**config.mk**
```make
export PLATFORM = sky130hd
export DESIGN_NAME = tpi_fifo
export DESIGN_NICKNAME = d
export VERILOG_FILES = /design/src/rtl/core/three_plane_intersection_assert.svh /design/src/rtl/core/tpi_pkg.sv /design/src/rtl/core/tpi_fifo.sv
export SDC_FILE = /design/constraint.sdc
export NUM_CORES = 1
export LEC_CHECK = 0
export ABC_AREA = 1
export ABC_CLOCK_PERIOD_IN_PS = 1900
export BUFFER_PORTS_ARGS = -buffer_cell sky130_fd_sc_hd__buf_2
export CAP_MARGIN = 20
export CORE_MARGIN = 3
export CORE_UTILIZATION = 35
export DETAILED_ROUTE_END_ITERATION = 10
export PLACE_DENSITY_LB_ADDON = 0.2
export SLEW_MARGIN = 20
export SYNTH_ARGS = -nofsm -noshare
export SYNTH_HDL_FRONTEND = slang
export SYNTH_SLANG_ARGS = --single-unit
```
**constraint.sdc**
```tcl
create_clock -name clk -period 1.9 [get_ports clk]
set_clock_uncertainty 0.15 [all_clocks]
set_input_delay 0.19 -clock clk [delete_from_list [all_inputs] [get_ports clk]]
set_output_delay 0.19 -clock clk [all_outputs]
set_load 0.1 [all_outputs]
```
**src/rtl/core/three_plane_intersection_assert.svh**
```systemverilog
// ----------------------------------------------------------------------------
// Three-plane intersection assertion macros
// Shared property forms for the concurrent checks at the end of the top level.
// ----------------------------------------------------------------------------
`ifndef THREE_PLANE_INTERSECTION_ASSERT_SVH
`define THREE_PLANE_INTERSECTION_ASSERT_SVH

// Same-cycle implication, sampled on clk, off while arst_n is low.
`define TPI_ASSERT_NOW(lbl, ante, cons) \
	lbl: assert property (@(posedge clk) disable iff (!arst_n) (ante) |-> (cons)) \
		else $error("tpi check failed");

// Next-cycle implication, sampled on clk, off while arst_n is low.
`define TPI_ASSERT_NEXT(lbl, ante, cons) \
	lbl: assert property (@(posedge clk) disable iff (!arst_n) (ante) |=> (cons)) \
		else $error("tpi check failed");

`endif

```
**src/rtl/core/tpi_pkg.sv**
```systemverilog
// ----------------------------------------------------------------------------
// Three-plane intersection package
// Fixed result widths, queue depth, flag struct and index helpers.
// ----------------------------------------------------------------------------
package tpi_pkg;

	localparam int PT_W   = 32;  // width of a result coordinate
	localparam int QDEPTH = 8;   // determinant queue between front and back

	typedef struct packed {
		logic singular;
		logic overflow;
	} tpi_flags_t;

	// first and second member of pair p: 0 -> (1,2), 1 -> (0,2), 2 -> (0,1)
	function automatic logic [1:0] pair_lo(input logic [1:0] p);
		return (p == 2'd0) ? 2'd1 : 2'd0;
	endfunction

	function automatic logic [1:0] pair_hi(input logic [1:0] p);
		return (p == 2'd2) ? 2'd1 : 2'd2;
	endfunction

endpackage

```
**src/rtl/core/tpi_fifo.sv**
```systemverilog
// ----------------------------------------------------------------------------
// Determinant queue
// Small register queue, first word visible at the head, count for credits.
// ----------------------------------------------------------------------------
module tpi_fifo import tpi_pkg::*; #(
	parameter int WIDTH = 8,
	parameter int DEPTH = 8
) (
	input  logic                         clk,
	input  logic                         arst_n,
	input  logic                         wr,
	input  logic [WIDTH-1:0]             din,
	input  logic                         rd,
	output logic [WIDTH-1:0]             dout,
	output logic                         empty,
	output logic [$clog2(DEPTH):0]       count
);
	localparam int AW = $clog2(DEPTH);

	logic [WIDTH-1:0] mem_q [DEPTH];
	logic [AW-1:0]    wp_q, rp_q;
	logic [AW:0]      cnt_q;

	assign dout  = mem_q[rp_q];
	assign empty = (cnt_q == '0);
	assign count = cnt_q;

	always_ff @(posedge clk) begin
		if (wr) begin
			mem_q[wp_q] <= din;
		end
	end

	always_ff @(posedge clk or negedge arst_n) begin
		if (!arst_n) begin
			wp_q  <= '0;
			rp_q  <= '0;
			cnt_q <= '0;
		end else begin
			if (wr) begin
				wp_q <= wp_q + AW'(1);
			end
			if (rd) begin
				rp_q <= rp_q + AW'(1);
			end
			case ({wr, rd})
				2'b10:   cnt_q <= cnt_q + (AW+1)'(1);
				2'b01:   cnt_q <= cnt_q - (AW+1)'(1);
				default: cnt_q <= cnt_q;
			endcase
		end
	end
endmodule

```
Word level (Yosys, flattened, before mapping) --
Memories as Yosys holds them, arrays and structs flattened. Index checks and enable logic that the tools add are counted.
Word-level totals: flip-flop bits (word level) 10, bits in writable memories 64, output and inout port bits 13, word-level logic and storage cells 15, memories 1
Operators by class: $add $sub $neg 4, equality and inequality tests 2, muxes and demuxes 3, reduce and logical (&&, ||, !) cells 2
Memories:
- mem_q | words 8, bits a word 8, read ports 1, clocked after Yosys merged registers in 0, wr ports 1, RTL line tpi_fifo.sv:20 | logic [WIDTH-1:0] mem_q [DEPTH];
Operators by type and width (count):
- $pmux W4 S2 | 1
- $add A3 B1 Y3 const B | 2
- $add A4 B1 Y4 const B | 1
- $logic_not A4 Y1 | 1
- $sub A4 B1 Y4 const B | 1
- $eq A2 B1 Y1 const B | 1
- $eq A2 B2 Y1 const B | 1
- $mux W1 | 2
- $reduce_bool A2 Y1 | 1

Logic depth before layout (Yosys ltp) --
depth in word-level cells 2, gate-level depth with buffers 10

Least setup slack after synthesis --
Ideal clock, no wire load.
path type register -> output, from register cnt_q[2], in the netlist count[2], to output port empty, data arrival time 3.813 ns, setup slack -2.253 ns, cell stages (with the launch flop) 2, path buffers 0, cells stage by stage dfrtp_1 > nor4_1
On the way: word-level cells in the longest chain between the ends 1
Ends and longest elaborated chain:
- from (decl) | RTL line tpi_fifo.sv:22 | logic [AW:0] cnt_q;
- from (signal assigned) | RTL line tpi_fifo.sv:47 | 2'b10: cnt_q <= cnt_q + (AW+1)'(1);
- from (signal assigned) | RTL line tpi_fifo.sv:48 | 2'b01: cnt_q <= cnt_q - (AW+1)'(1);
- from (signal assigned) | RTL line tpi_fifo.sv:49 | default: cnt_q <= cnt_q;
- $logic_not A4 Y1 | RTL line tpi_fifo.sv:25 | assign empty = (cnt_q == '0);
- to (decl) | RTL line tpi_fifo.sv:15 | output logic empty,
Every way passes these cells.

Final worst setup path --
from register rp_q[0], to output port dout[1]
On the way: word-level cells in the longest chain between the ends 1
Ends and longest elaborated chain:
- from (decl) | RTL line tpi_fifo.sv:21 | logic [AW-1:0] wp_q, rp_q;
- from (signal assigned) | RTL line tpi_fifo.sv:44 | rp_q <= rp_q + AW'(1);
- $mem_v2 Z8 W8
- to (decl) | RTL line tpi_fifo.sv:14 | output logic [WIDTH-1:0] dout,
Every way passes these cells.

==> impl_metrics.ini <==
[routing]
vias = 2079
antenna_left = 0
via_per_inst = 4.91
drc = 0
wl_per_cell_um = 16.3
dr.pass1.iters = 4
routed_wl_mm = 6.91
drt-initial-drc-count = 118

[timing]
hold_viol = 0
setup_viol = 8
slew_headroom_pct = 67.8
post-route-period-util_pct = 104
fmax_ghz = 0.506
layout_min_cycle_time_ns = 1.98
report.final.slew_viol_count = 0
setup_tns_ns = -0.404
worst_slack_ns = -0.0764
rsz0062_at_grt = yes
worst_pin_slew_ns = 0.486

[grt]
top_usage_layer = met2
grt_antenna_before_repair = 0
grt_pass1_vias = 2028
grt_first_pass_wirelength_mm = 10.5
grt_max_degree = 19
gr-usage-met3_pct = 2.55
globalRouteOverflowTotal = 0
grt_use_met1_pct = 19.8
track_usage_pct = 14.1
use_met2_pct = 21.3

[finish]
diodes = 0
final_cells = 423
layout-drive-gt1-share_pct = 27.7
multiInputGateArea_um2 = 823
area_growth_syn_to_layout_pct = 33.0
fin_nets = 330
nFillCells = 732
regArea_um2 = 2180

[critical_path]
path_class = reg2out
r2r_start = wp_q[0]$_DFFE_PN0P_
cp-end-kind = output pin
cp_max_fo = 8
reg2reg_to = mem_q[4][7]$_DFFE_PP_
start_kind = register
reg2reg_depth = 3
required_ns = 1.56
arrival_ns = 1.64
r2r_slack_ns = 0.29

[yosys]
netlist_area_um2 = 3030
synth_cell_types = 18
yosys_warnings = 0
synth_seq_cells = 74
synth_seq_area_share_pct = 71.7
syn_nets = 271
syn_avg_cell_area_um2 = 11.9
postSynthCellCount = 254

[run]
max_cap_violations = 0

[die]
initial_core_util_pct = 36.5
row_count = 33
die_w_um = 99.1
ios = 25
dieArea_um2 = 9810
core_um2 = 8300
dieHeight_um = 99.1

[cts]
clkTransAtPathRegs_ns = 0.08
h-tree-depth = 3
cts_tree = yes
clk_latency_ns = 0.35
clk_path_buf_depth = 2
cts_buffers = 9
cts_root_buf = clkbuf_8
clkSinkCount = 74

[place]
place_hpwl_mm = 4.25
io_buffer_count = 24
gp_congestion = 0.784
placed_cells = 392

[status]
outcome = finished with violations
violations = setup timing

[worst_hold_path]
hold_class = in2async
-- what timing repair did --
item / 4_1_cts / 5_1_grt
pin swaps: 0 / 9
hold buffers: 11 / 0
endpoints found under the setup margin: 9 / 9
hold endpoints to repair: 77 / 0
buffers inserted: 0 / 1
gates cloned: 0 / 3
resized for setup: 7 / 23
-- cell families (layout without fill, tap and decap cells) --
kind of cell,count (synthesis),in the layout,synth area share (%)
AO/OA/AOI/OAI,53,53,9.41
flip-flops,74,74,71.7
buffers and inverters,22,86,3.18
XOR/XNOR,6,6,1.73
AND/OR/NAND/NOR,94,94,11.9
adder cells (fa/ha/maj),5,5,2.06
-- worst max path at each step --
stage,depth (start not counted),start,endpoint,slack (ns)
4_1_cts,7,rp_q[0]$_DFFE_PN0P_,dout[1],-0.06
2_1_floorplan,1,count[3]$_DFFE_PN0P_,empty,-0.21
3_5_place_dp,10,wr,count[2]$_DFFE_PN0P_,0.26
5_1_grt,7,rp_q[0]$_DFFE_PN0P_,dout[1],-0.16
6_report,7,rp_q[0]$_DFFE_PN0P_,dout[1],-0.08
3_3_place_gp,10,wr,count[2]$_DFFE_PN0P_,0.30
-- per-stage QoR --
step / hold slack (ns) / area (µm²) / util, % / setup WS, ns
after global placement: -0.0802 / 3530 / 42.6 / 0.303
after floorplan: -0.256 / 3080 / - / -0.208
after CTS: 0.0775 / 3890 / 46.8 / -0.0638
after global routing: 0.125 / 4030 / 48.6 / -0.159
final: 0.0811 / 4030 / 48.6 / -0.0764
after detailed placement: -0.0758 / 3530 / 42.6 / 0.256
-- metal layers --
metal / vias to the layer above / routed length (µm) / part of all wire, %
met2: 44 / 3270 / 47
li1: 1013 / - / -
met3: 9 / 257 / 3.7
met4: 0 / 119 / 1.7
met1: 1013 / 3270 / 47
met5: - / 0 / 0
-- cell type report --
type / instances / area share, %
tap: 105 / 3.26
clock buffer: 10 / 3.17
multi-input combinational: 158 / 20.4
clock inverter: 6 / 2.24
inverter: 13 / 1.46
timing repair buffer: 57 / 15.2
sequential: 74 / 54.2
-- worst max-delay path, cell delays in order, from the launching register on --
cell and delay (ns):
dfrtp_2 0.44, clkinv_4 0.12, clkbuf_16 0.18, o21ai_1 0.14, o22ai_1 0.09, nand2_1 0.08, nand2_2 0.08, buf_12 0.17
-- registers in the layout, summed over array words and instances (netlist names) --
name	count
mem_q	64
count	4
rp_q	3
wp_q	3
-- cells in the final DEF, fill, tap and decap left out, drive strengths merged --
master and count:
o22ai 16, o21ai 36, dfrtp 10, or2 1, bufinv 2, clkinv 3
clkinvlp 1, nand3 3, nand2 47, ha 5, a21oi 1, clkbuf 13
nor4 1, edfxtp 64, buf 43, inv 13, nor2 42, xor2 4
dlygate4sd3 11, xnor2 2
-- cell usage after synthesis --
library cell,instances,area [µm²]
xnor2_1,2,17.5
o21ai_1,28,140
o21ai_0,8,40.0
nor4_1,1,6.26
dfrtp_1,10,250
buf_4,1,7.51
buf_2,8,40.0
inv_1,11,41.3
o22ai_1,16,100
xor2_1,4,35.0
nand3_1,3,15.0
edfxtp_1,64,1920
nand2_1,47,176
nor2_1,42,158
a21oi_1,1,5.00
or2_2,1,6.26
inv_2,2,7.51
ha_1,5,62.6
Power is left out: the tool's default activity adds up to more than one toggle a clock period on the data nets, which glitch-free logic cannot reach.
